===== config.mk =====
export PLATFORM = sky130hd
export DESIGN_NAME = clock_tree_frequency_calc
export DESIGN_NICKNAME = d
export VERILOG_FILES = /design/src/design/ctfc_pkg.sv /design/src/design/ctfc_div.sv /design/src/design/clock_tree_frequency_calc.sv
export SDC_FILE = /design/constraint.sdc
export NUM_CORES = 2
export LEC_CHECK = 0
export BUFFER_PORTS_ARGS = -buffer_cell sky130_fd_sc_hd__buf_4
export CAP_MARGIN = 20
export CORE_AREA = 5 5 397 438
export DETAILED_ROUTE_END_ITERATION = 16
export DIE_AREA = 0 0 402 443
export PLACE_DENSITY = 0.59
export SLEW_MARGIN = 20
export SYNTH_ARGS = -nofsm -noshare
export SYNTH_HDL_FRONTEND = slang
export SYNTH_SLANG_ARGS = --single-unit

===== constraint.sdc =====
create_clock -name clk -period 61.5 [get_ports clk]
set_input_delay 6.15 -clock clk [delete_from_list [all_inputs] [get_ports clk]]
set_output_delay 6.15 -clock clk [all_outputs]
set_load 0.02 [all_outputs]

===== src/design/ctfc_pkg.sv =====
// Shared types, constants and prescaler tables for the clock-tree frequency calculator.
// No dependencies; used by ctfc_div, clock_tree_frequency_calc and the testbench.
package ctfc_pkg;

    localparam int CTFC_HZ_W       = 32;
    localparam int CTFC_N_W        = 9;
    localparam int CTFC_M_W        = 6;
    localparam int CTFC_NUM_W      = CTFC_HZ_W + CTFC_N_W;  // oscillator * N
    localparam int CTFC_MP_W       = 8;                     // M * (code+1), at most 252
    localparam int CTFC_DEN_W      = CTFC_MP_W + 1;         // M * P, at most 504
    localparam int CTFC_AHB_SH_W   = 4;
    localparam int CTFC_APB_SH_W   = 3;
    localparam int CTFC_DIV_STEP_BITS = 4;                  // quotient bits per divider stage

    // configuration register indexes
    localparam int CTFC_CFG_IDX_W = 1;
    localparam logic [CTFC_CFG_IDX_W-1:0] CTFC_CFG_EXT_OSC = 1'b0;
    localparam logic [CTFC_CFG_IDX_W-1:0] CTFC_CFG_INT_OSC = 1'b1;

    localparam logic [CTFC_HZ_W-1:0] CTFC_EXT_OSC_RESET = 32'd25000000;
    localparam logic [CTFC_HZ_W-1:0] CTFC_INT_OSC_RESET = 32'd16000000;

    // system clock source codes
    localparam logic [1:0] CTFC_SRC_INT     = 2'd0;
    localparam logic [1:0] CTFC_SRC_EXT     = 2'd1;
    localparam logic [1:0] CTFC_SRC_PLL     = 2'd2;
    localparam logic [1:0] CTFC_SRC_INT_ALT = 2'd3;

    // sideband that travels alongside the divider
    typedef struct packed {
        logic                     pll_sel;
        logic                     div_err;
        logic [CTFC_HZ_W-1:0]     osc_hz;
        logic [CTFC_AHB_SH_W-1:0] ahb_sh;
        logic [CTFC_APB_SH_W-1:0] apb1_sh;
        logic [CTFC_APB_SH_W-1:0] apb2_sh;
    } ctfc_side_t;

    // AHB prescaler: no divide-by-32 step
    function automatic logic [CTFC_AHB_SH_W-1:0] ahb_prescale_sh(input logic [3:0] code);
        logic [CTFC_AHB_SH_W-1:0] sh;
        unique case (code)
            4'd8:    sh = 4'd1;
            4'd9:    sh = 4'd2;
            4'd10:   sh = 4'd3;
            4'd11:   sh = 4'd4;
            4'd12:   sh = 4'd6;
            4'd13:   sh = 4'd7;
            4'd14:   sh = 4'd8;
            4'd15:   sh = 4'd9;
            default: sh = 4'd0;
        endcase
        return sh;
    endfunction

    function automatic logic [CTFC_APB_SH_W-1:0] apb_prescale_sh(input logic [2:0] code);
        logic [CTFC_APB_SH_W-1:0] sh;
        unique case (code)
            3'd4:    sh = 3'd1;
            3'd5:    sh = 3'd2;
            3'd6:    sh = 3'd3;
            3'd7:    sh = 3'd4;
            default: sh = 3'd0;
        endcase
        return sh;
    endfunction

endpackage


===== src/design/ctfc_div.sv =====
// Pipelined restoring divider with a sideband word carried alongside.
// Depends on ctfc_pkg for the sideband type.
module ctfc_div
    import ctfc_pkg::*;
#(
    parameter int NUM_W     = CTFC_NUM_W,
    parameter int DEN_W     = CTFC_DEN_W,
    parameter int QUOT_W    = CTFC_HZ_W,
    parameter int STEP_BITS = CTFC_DIV_STEP_BITS
)
(
    input  logic              clk,
    input  logic              rst_n,
    input  logic              advance,
    input  logic              in_valid,
    input  logic [NUM_W-1:0]  in_num,
    input  logic [DEN_W-1:0]  in_den,
    input  ctfc_side_t        in_side,
    output logic              out_valid,
    output logic [QUOT_W-1:0] out_quot,
    output ctfc_side_t        out_side
);

    localparam int STAGES = (NUM_W + STEP_BITS - 1) / STEP_BITS;
    localparam int PAD_W  = STAGES * STEP_BITS;

    logic              valid_reg [0:STAGES-1];
    logic [DEN_W-1:0]  rem_reg   [0:STAGES-1];
    logic [PAD_W-1:0]  acc_reg   [0:STAGES-1];
    logic [DEN_W-1:0]  den_reg   [0:STAGES-1];
    ctfc_side_t        side_reg  [0:STAGES-1];

    genvar s, j;
    generate
        for (s = 0; s < STAGES; s++)
        begin : g_stage
            logic             valid_in;
            logic [DEN_W-1:0] rem_in;
            logic [PAD_W-1:0] acc_in;
            logic [DEN_W-1:0] den_in;
            ctfc_side_t       side_in;
            logic [DEN_W-1:0] rem_w   [0:STEP_BITS];
            logic [PAD_W-1:0] acc_w   [0:STEP_BITS];
            logic [DEN_W:0]   trial_w [0:STEP_BITS-1];
            logic             ge_w    [0:STEP_BITS-1];

            if (s == 0)
            begin : g_first
                assign valid_in = in_valid;
                assign rem_in   = '0;
                assign acc_in   = PAD_W'(in_num);
                assign den_in   = in_den;
                assign side_in  = in_side;
            end
            else
            begin : g_next
                assign valid_in = valid_reg[s-1];
                assign rem_in   = rem_reg[s-1];
                assign acc_in   = acc_reg[s-1];
                assign den_in   = den_reg[s-1];
                assign side_in  = side_reg[s-1];
            end

            assign rem_w[0] = rem_in;
            assign acc_w[0] = acc_in;

            // one quotient bit per step: shift in the next numerator bit, trial subtract
            for (j = 0; j < STEP_BITS; j++)
            begin : g_step
                assign trial_w[j]  = {rem_w[j], acc_w[j][PAD_W-1]};
                assign ge_w[j]     = (trial_w[j] >= {1'b0, den_in});
                assign rem_w[j+1]  = ge_w[j] ? DEN_W'(trial_w[j] - {1'b0, den_in})
                                             : trial_w[j][DEN_W-1:0];
                assign acc_w[j+1]  = {acc_w[j][PAD_W-2:0], ge_w[j]};
            end

            always_ff @(posedge clk or negedge rst_n)
            begin
                if (!rst_n)
                begin
                    valid_reg[s] <= 1'b0;
                end
                else if (advance)
                begin
                    valid_reg[s] <= valid_in;
                end
            end

            always_ff @(posedge clk)
            begin
                if (advance)
                begin
                    rem_reg[s]  <= rem_w[STEP_BITS];
                    acc_reg[s]  <= acc_w[STEP_BITS];
                    den_reg[s]  <= den_in;
                    side_reg[s] <= side_in;
                end
            end
        end
    endgenerate

    assign out_valid = valid_reg[STAGES-1];
    assign out_quot  = acc_reg[STAGES-1][QUOT_W-1:0];
    assign out_side  = side_reg[STAGES-1];

endmodule


===== src/design/clock_tree_frequency_calc.sv =====
// Clock-tree frequency calculator top level: operand stage, divider, output register.
// Depends on ctfc_pkg and ctfc_div.
//
// Takes one word of decoded clock-tree settings per cycle and returns the system, AHB,
// APB1, APB2 and both APB timer frequencies in hertz. Throughput is one word per cycle
// while the output does not stall. A word passes the operand register, the STAGES
// registers of the PLL divider, where STAGES = ceil(41 / DIV_STEP_BITS), and the output
// register. The divider divides the 41-bit product oscillator * N by M * P, taking
// DIV_STEP_BITS (four by default) quotient bits per stage. A word stalled at the output
// holds every stage. The oscillator frequencies sit in two configuration registers
// (index 0 external, index 1 internal); write them only while the pipeline is empty.
// PLL selected with M of zero gives all ones on every frequency and raises divide_error.
module clock_tree_frequency_calc
    import ctfc_pkg::*;
#(
    parameter int DIV_STEP_BITS = CTFC_DIV_STEP_BITS
)
(
    input  logic                      clk,
    input  logic                      rst_n,

    // configuration write channel
    input  logic                      cfg_valid,
    output logic                      cfg_ready,
    input  logic [CTFC_CFG_IDX_W-1:0] cfg_index,
    input  logic [CTFC_HZ_W-1:0]      cfg_data,

    // settings in
    input  logic                      in_valid,
    output logic                      in_stall,
    input  logic [1:0]                clock_source,
    input  logic [CTFC_M_W-1:0]       pll_m,
    input  logic [CTFC_N_W-1:0]       pll_n,
    input  logic [1:0]                pll_p_code,
    input  logic                      pll_from_external,
    input  logic [3:0]                ahb_code,
    input  logic [2:0]                apb1_code,
    input  logic [2:0]                apb2_code,

    // frequencies out
    output logic                      out_valid,
    input  logic                      out_stall,
    output logic [CTFC_HZ_W-1:0]      system_hz,
    output logic [CTFC_HZ_W-1:0]      ahb_hz,
    output logic [CTFC_HZ_W-1:0]      apb1_hz,
    output logic [CTFC_HZ_W-1:0]      apb2_hz,
    output logic [CTFC_HZ_W-1:0]      apb1_timer_hz,
    output logic [CTFC_HZ_W-1:0]      apb2_timer_hz,
    output logic                      divide_error
);

    // ---------------------------------------------------------------------
    // Configuration registers: always ready, each write taken in its valid cycle
    // ---------------------------------------------------------------------
    logic [CTFC_HZ_W-1:0] ext_osc_reg;
    logic [CTFC_HZ_W-1:0] int_osc_reg;

    assign cfg_ready = 1'b1;

    always_ff @(posedge clk or negedge rst_n)
    begin
        if (!rst_n)
        begin
            ext_osc_reg <= CTFC_EXT_OSC_RESET;
            int_osc_reg <= CTFC_INT_OSC_RESET;
        end
        else if (cfg_valid && cfg_ready)
        begin
            unique case (cfg_index)
                CTFC_CFG_EXT_OSC: ext_osc_reg <= cfg_data;
                CTFC_CFG_INT_OSC: int_osc_reg <= cfg_data;
                default:          ;
            endcase
        end
    end

    // ---------------------------------------------------------------------
    // Flow control: every stage advances together unless a finished word
    // waits at the output and the sink stalls it.
    // ---------------------------------------------------------------------
    logic advance;
    logic out_valid_reg;

    assign advance  = !(out_valid_reg && out_stall);
    assign in_stall = !advance;

    // ---------------------------------------------------------------------
    // Operand stage: build numerator oscillator * N, divisor M * P, decode
    // the source and the prescaler shifts.
    // ---------------------------------------------------------------------
    logic [CTFC_HZ_W-1:0]  pll_in_hz;
    logic [2:0]            p_half;
    logic [CTFC_MP_W-1:0]  mp_prod;
    logic [CTFC_NUM_W-1:0] num_next;
    logic [CTFC_DEN_W-1:0] den_next;
    ctfc_side_t            side_next;

    logic                  op_valid_reg;
    logic [CTFC_NUM_W-1:0] num_reg;
    logic [CTFC_DEN_W-1:0] den_reg;
    ctfc_side_t            side_reg;

    assign pll_in_hz = pll_from_external ? ext_osc_reg : int_osc_reg;
    assign p_half    = {1'b0, pll_p_code} + 3'd1;                 // P / 2
    assign mp_prod   = {2'b00, pll_m} * {5'b00000, p_half};
    assign den_next  = {mp_prod, 1'b0};
    assign num_next  = {{CTFC_N_W{1'b0}}, pll_in_hz} * {{CTFC_HZ_W{1'b0}}, pll_n};

    always_comb
    begin
        side_next.pll_sel = (clock_source == CTFC_SRC_PLL);
        side_next.div_err = (clock_source == CTFC_SRC_PLL) && (pll_m == '0);
        // codes zero and three both pick the internal oscillator
        side_next.osc_hz  = (clock_source == CTFC_SRC_EXT) ? ext_osc_reg : int_osc_reg;
        side_next.ahb_sh  = ahb_prescale_sh(ahb_code);
        side_next.apb1_sh = apb_prescale_sh(apb1_code);
        side_next.apb2_sh = apb_prescale_sh(apb2_code);
    end

    always_ff @(posedge clk or negedge rst_n)
    begin
        if (!rst_n)
        begin
            op_valid_reg <= 1'b0;
        end
        else if (advance)
        begin
            op_valid_reg <= in_valid;
        end
    end

    always_ff @(posedge clk)
    begin
        if (advance)
        begin
            num_reg  <= num_next;
            den_reg  <= den_next;
            side_reg <= side_next;
        end
    end

    // ---------------------------------------------------------------------
    // PLL divider: quotient keeps its low 32 bits
    // ---------------------------------------------------------------------
    logic                 div_valid;
    logic [CTFC_HZ_W-1:0] div_quot;
    ctfc_side_t           div_side;

    ctfc_div #(
        .NUM_W     (CTFC_NUM_W),
        .DEN_W     (CTFC_DEN_W),
        .QUOT_W    (CTFC_HZ_W),
        .STEP_BITS (DIV_STEP_BITS)
    ) u_div (
        .clk       (clk),
        .rst_n     (rst_n),
        .advance   (advance),
        .in_valid  (op_valid_reg),
        .in_num    (num_reg),
        .in_den    (den_reg),
        .in_side   (side_reg),
        .out_valid (div_valid),
        .out_quot  (div_quot),
        .out_side  (div_side)
    );

    // ---------------------------------------------------------------------
    // Bus tree and output register
    // ---------------------------------------------------------------------
    logic [CTFC_HZ_W-1:0] sys_next;
    logic [CTFC_HZ_W-1:0] ahb_next;
    logic [CTFC_HZ_W-1:0] apb1_next;
    logic [CTFC_HZ_W-1:0] apb2_next;
    logic [CTFC_HZ_W-1:0] tim1_next;
    logic [CTFC_HZ_W-1:0] tim2_next;

    logic [CTFC_HZ_W-1:0] sys_reg;
    logic [CTFC_HZ_W-1:0] ahb_reg;
    logic [CTFC_HZ_W-1:0] apb1_reg;
    logic [CTFC_HZ_W-1:0] apb2_reg;
    logic [CTFC_HZ_W-1:0] tim1_reg;
    logic [CTFC_HZ_W-1:0] tim2_reg;
    logic                 err_reg;

    always_comb
    begin
        sys_next  = div_side.pll_sel ? div_quot : div_side.osc_hz;
        ahb_next  = sys_next >> div_side.ahb_sh;
        apb1_next = ahb_next >> div_side.apb1_sh;
        apb2_next = ahb_next >> div_side.apb2_sh;
        // timer clock doubles whenever its APB prescaler divides; wraps at 32 bits
        tim1_next = (div_side.apb1_sh == '0) ? apb1_next : {apb1_next[CTFC_HZ_W-2:0], 1'b0};
        tim2_next = (div_side.apb2_sh == '0) ? apb2_next : {apb2_next[CTFC_HZ_W-2:0], 1'b0};
        if (div_side.div_err)
        begin
            // drop the tree: every frequency reads all ones
            sys_next  = '1;
            ahb_next  = '1;
            apb1_next = '1;
            apb2_next = '1;
            tim1_next = '1;
            tim2_next = '1;
        end
    end

    always_ff @(posedge clk or negedge rst_n)
    begin
        if (!rst_n)
        begin
            out_valid_reg <= 1'b0;
        end
        else if (advance)
        begin
            out_valid_reg <= div_valid;
        end
    end

    always_ff @(posedge clk)
    begin
        if (advance)
        begin
            sys_reg  <= sys_next;
            ahb_reg  <= ahb_next;
            apb1_reg <= apb1_next;
            apb2_reg <= apb2_next;
            tim1_reg <= tim1_next;
            tim2_reg <= tim2_next;
            err_reg  <= div_side.div_err;
        end
    end

    assign out_valid     = out_valid_reg;
    assign system_hz     = sys_reg;
    assign ahb_hz        = ahb_reg;
    assign apb1_hz       = apb1_reg;
    assign apb2_hz       = apb2_reg;
    assign apb1_timer_hz = tim1_reg;
    assign apb2_timer_hz = tim2_reg;
    assign divide_error  = err_reg;

endmodule


After elaboration in Yosys (flattened, before gate mapping)

Memories as Yosys holds them, arrays and structs flattened. A register that Yosys moved wholly into a read port is not among the register bits.
Cells that the tools add are included.
Widths: inputs -> output; s select.

Register bits after elaboration: 359
Latch bits: 0
RAM bits: 1166
Memory bits (read-only): 64
Input port bits: 68
Output and inout bits: 196
Word-level logic and storage cells: 199
Memories: 5

Add/subtract/negate cells: 45
Multipliers: 2
Div/mod/pow operators: 0
$lt $le $gt $ge: 44
Eq/ne operators: 10
Shifts and indexed selects: 3
Mux-type cells: 52
Bitwise gates (word level): 1
Reduce and logical (&&, ||, !) cells: 8

Memory list:

| memory          | depth | width | read ports | clocked after memory_dff | write ports | RTL line       | text |
|---|---|---|---|---|---|---|---|
| u_div.acc_reg   | 11    | 44    | 11         | 0                        | 11          | ctfc_div.sv:29 | `logic [PAD_W-1:0] acc_reg [0:STAGES-1];` |
| u_div.side_reg  | 11    | 44    | 11         | 0                        | 11          | ctfc_div.sv:31 | `ctfc_side_t side_reg [0:STAGES-1];` |
| u_div.den_reg   | 11    | 9     | 10         | 0                        | 11          | ctfc_div.sv:30 | `logic [DEN_W-1:0] den_reg [0:STAGES-1];` |
| u_div.rem_reg   | 11    | 9     | 10         | 0                        | 11          | ctfc_div.sv:28 | `logic [DEN_W-1:0] rem_reg [0:STAGES-1];` |
| (no name shown) | 16    | 4     | 1          | 1                        | 0           | ctfc_pkg.sv:42 | `unique case (code)` |

Operators by type and width:

| kind                | number |
|---|---|
| $ge 10x9->1         | 43 |
| $mux 9              | 44 |
| $sub 9x9->9         | 43 |
| $mux 32             | 5 |
| $shr 32x3->32       | 2 |
| $mul 32x9->41       | 1 |
| $shr 32x4->32       | 1 |
| $eq 3x3->1 const B  | 8 |
| $pmux 3 s4          | 2 |
| $ge 1x9->1 const A  | 1 |
| $sub 1x9->9 const A | 1 |
| $mul 6x3->8         | 1 |
| $logic_not 3->1     | 2 |
| $logic_not 6->1     | 1 |
| $reduce_and 2->1    | 2 |
| $add 2x1->3 const B | 1 |
| $eq 2x1->1 const B  | 1 |
| $eq 2x2->1 const B  | 1 |
| $logic_and 1x1->1   | 2 |
| $logic_not 1->1     | 1 |
| $mux 1              | 1 |
| $not 1->1           | 1 |

Longest topological paths before layout

An unclocked memory read counts as a cell.

Word-level depth: 9
Depth in mapped cells: 43

Modules after synthesis

From an unflattened synthesis, not the netlist that was laid out.

Cell total of the unflattened synthesis: 6374
Area total of the unflattened synthesis: 80033.0 sq um

By module, submodules not included:

| module                    | instances | cells an instance | area each (sq um) | seq. area each (sq um) |
|---|---|---|---|---|
| ctfc_div                  | 1         | 3801              | 52117.5           | 31144.9 |
| clock_tree_frequency_calc | 1         | 2573              | 27915.5           | 10263.6 |

Worst setup path before layout

No wires, ideal clock.

Kind: input to output
Start point: input port out_stall
End point: output port in_stall
Arrival time: 47.508 ns
Data required time: 55.350 ns
Setup slack: 7.842 ns
Cell stages on the path: 3
Buffers on the path: 1
Cells stage by stage: nand2_1 > clkbuf_1 > inv_1

Word-level cells in the longest chain between the ends: 1

Ends and longest elaborated chain:

| what              | RTL line                        | text |
|---|---|---|
| from (decl)       | clock_tree_frequency_calc.sv:42 | `input logic out_stall,` |
| $logic_and 1x1->1 | clock_tree_frequency_calc.sv:84 | `assign advance = !(out_valid_reg && out_stall);` |
| to (decl)         | clock_tree_frequency_calc.sv:30 | `output logic in_stall,` |

Every way passes these cells.

Worst setup path in the final report

Ends and elaborated chain as after synthesis.

==> results.txt <==
----------------------------------------------------
[Outcome]
  Outcome ... complete, no violations

[Placement]
  Detail Placement HPWL ... 122.7 mm
  I/O Buffers ... 262
  Final RePlAce weighted congestion ... 0.8699
  Cells after DPL ... 8,294
  Placed inst area ... 79,910 sq um

[Worst setup path]
  Worst setup path category ... in2out
  Kind of start point of the critical path ... input pin
  Register-to-register setup slack ... 49.75 ns
  CP Data Required Time ... 55.35 ns
  Critical Path Fanout Max ... 46
  R2R cell count ... 39
  FF-to-FF Start ... u_div.den_reg[3][2]$_DFFE_PN_
  Kind of end point of the critical path ... output pin
  R2r endpoint ... u_div.rem_reg[4][6]$_DFFE_PN_
  Critical path arrival ... 7.32 ns

[Logic synthesis]
  Seq/Total Area, Yosys ... 0.5454
  Async SR Flop Fraction ... 0.05576
  Number of library cell types mapped by synthesis ... 95
  Primary flip-flop cell chosen by synthesis mapping ... sky130_fd_sc_hd__edfxtp_1
  Yosys synthesis warning count ... 0
  Largest cells by area after synthesis ... sky130_fd_sc_hd__edfxtp_1 (52%), sky130_fd_sc_hd__ha_1 (6.8%), sky130_fd_sc_hd__fa_1 (6.8%)
  Number of register bits inferred by synthesis ... 1,381
  Cell type with the largest total area after synthesis ... sky130_fd_sc_hd__edfxtp_1
  Post-synth top area share ... 0.5195
  Combined area of all synthesized cells ... 75,380 sq um
  Average cell area after synthesis ... 12.80 sq um
  Number of synthesized flops with an enable pin ... 1,304
  Cells after synthesis ... 5,891
  Synth cell count leaders ... sky130_fd_sc_hd__edfxtp_1 (1,304), sky130_fd_sc_hd__nand2_1 (534), sky130_fd_sc_hd__inv_1 (441)
  Most frequently used cell type in the post-synthesis netlist ... sky130_fd_sc_hd__edfxtp_1

[CTS]
  H-tree levels ... 4
  CTS tree ... yes
  Count of hold-fix buffers inserted at cts ... 0
  Clock input transition at the sequential cells of the worst setup and hold paths ... 0.06 ns
  Number of buffers created by CTS ... 144
  Clock Latency Late Sink ... 0.80 ns
  Deepest clock path buffer count ... 3
  Number of buffers inserted to repair setup after CTS ... 0
  Number of resized instances in the post-cts repair step ... 0
  Root buffer cell ... sky130_fd_sc_hd__clkbuf_16
  Sink count of the clock tree ... 1,381

[Timing]
  Unrepaired setup endpoints after global routing ... false
  Final critical delay including setup and external delays ... 13.47 ns
  Fin. Hold Viols ... 0
  Final-report setup violation count ... 0
  Transition time at the pin with the least slew margin ... 1.069 ns
  Setup TNS after final layout ... 0 ns
  Headroom to the max-slew limit ... 0.2826
  Period utilisation layout ... 0.2191
  Max frequency ... 74.21 MHz
  Final Skew ... 0.07466 ns
  Final number of max-transition violations ... 0

[Detailed routing]
  Met1 wire length ... 69.35 mm
  Routed length per placed instance ... 19.39 microns
  DR vias/cell ... 5.362
  Total routed wirelength ... 165.9 mm
  Top layer in use ... met4
  Pre-Repair DR Iteration Count ... 5
  Post-detailed-route DRC marker count ... 0
  Vias ... 45,880
  1st-iter DRT viols ... 3,045
  Routed length on met2 ... 85.05 mm
  Met3 routed WL ... 6.764 mm
  Post-detailed-route count of antenna-violating nets ... 0

[Global route]
  Global-route wire length before repair ... 264.8 mm
  Number of antenna violations at the first check in global routing ... 2
  Global route total overflow ... 0
  Number of global-route vias before repair ... 46,900
  GR Util All Layers ... 0.1859
  Maximum number of pins on one net before global-route repair ... 181

[Cells and area]
  Sequential standard cell area ... 41,110 sq um
  Share of post-route cells with drive strength above 1 ... 0.1509
  Layout area overhead ... 12.62%
  Post-layout utilization of the core ... 0.5009
  Footprint of the multi-input gates ... 31,980 sq um
  Number of filler cells placed in the layout ... 14,710
  Flip-flop count of the largest register after layout ... 484
  Final-stage net count ... 6,921
  Final Instance Area ... 84,890 sq um
  Number of cells in the finished layout apart from fillers ... 8,557

[Worst hold path]
  Type of the most critical hold path ... reg2reg
  Hold Path End ... u_div.acc_reg[1][40]$_DFFE_PN_
  WHS Path Cells ... 0
  Startpoint of the tightest hold check path ... u_div.acc_reg[0][36]$_DFFE_PN_

[Floorplanning]
  Height of the die ... 443 microns
  Rows ... 159
  Num ports ... 264
  Die Width ... 402 microns
  Initial Utilization ... 0.4447
  Floorplan die area ... 178,100 sq um
  CORE AREA ... 169,500 sq um

[Run]
  Number of maximum-capacitance constraint violations ... 0

----------------------------------------------------
-- layer usage --
metal	vias up	global-route usage
met3	248	0.02717
li1	22090	-
met1	22560	0.2343
met2	982	0.3298
met4	0	0.05957
met5	-	0
-- metrics by stage --
| step | hold slack (ns) | worst slack (ns) |
|---|---|---|
| 2_1_floorplan | 0.4003 | 7.842 |
| 3_3_place_gp | 0.4009 | 47.98 |
| 3_5_place_dp | 0.4045 | 47.98 |
| 4_1_cts | 0.3954 | 47.98 |
| 5_1_grt | 0.4007 | 47.95 |
| 6_report | 0.3983 | 48.03 |
-- layout make-up --
type | count | share of cell area
flip-flops and latches | 1381 | 0.4842
clock inverters | 93 | 0.01465
diodes | 2 | 0.00005895
clock buffers | 168 | 0.04386
repair buffers | 307 | 0.02730
multi-input cells | 3901 | 0.3767
well taps | 2254 | 0.03322
inverters | 451 | 0.01994
-- how the worst max path moves through the flow --
stage | from | endpoint | slack (ns) | depth (start not counted)
global placement | out_stall | in_stall | 47.98 | 4
detailed placement | out_stall | in_stall | 47.98 | 4
floorplan | out_stall | in_stall | 7.84 | 3
CTS | out_stall | in_stall | 47.98 | 4
global route | out_stall | in_stall | 47.95 | 4
finish | out_stall | in_stall | 48.03 | 4
-- cell usage in the layout (no fill, tap or decap), drive strengths merged, types with 15 or more instances in the layout --
cell / Yosys / routed
a21oi: 302 / 302
xor2: 88 / 88
fa: 255 / 255
a31oi: 21 / 21
o31ai: 17 / 17
o211ai: 27 / 27
mux4: 39 / 39
nor2: 299 / 299
a21o: 151 / 151
inv: 448 / 461
a21boi: 20 / 20
a211oi: 28 / 28
buf: 47 / 307
and3: 27 / 27
nand2: 534 / 534
dfstp: 19 / 19
a221oi: 15 / 15
clkbuf: 113 / 168
dfrtp: 58 / 58
o21ai: 267 / 267
xnor2: 153 / 153
o21bai: 28 / 28
nand4: 53 / 53
nor3: 67 / 67
mux2i: 151 / 151
nand2b: 57 / 57
nor2b: 97 / 97
nand3: 44 / 44
edfxtp: 1304 / 1304
or2: 28 / 28
clkinv: 3 / 57
mux2: 292 / 292
and2: 134 / 134
a221o: 32 / 32
bufinv: 0 / 17
a22oi: 18 / 18
o21a: 51 / 51
ha: 412 / 412
-- cells by family (layout without fill, tap and decap cells) --
kind of cell,after synthesis,after routing,synth area share
AO/OA/AOI/OAI,1093,1093,0.09400
AND/OR/NAND/NOR,1414,1414,0.09008
buffers and inverters,611,1019,0.03102
multiplexers,482,482,0.07533
XOR/XNOR,241,241,0.02800
other,2,6,0.00009963
adder cells (fa/ha/maj),667,667,0.1361
flip-flops,1381,1381,0.5454
-- worst max-delay path, cell delays in order --
cell                      delay, ns
sky130_fd_sc_hd__buf_4         0.12
sky130_fd_sc_hd__nand2_4       0.43
sky130_fd_sc_hd__inv_1         0.31
sky130_fd_sc_hd__buf_4         0.24
Power is not shown: default switching activity piles up to over one toggle a cycle in this logic, so the estimate is an artifact.
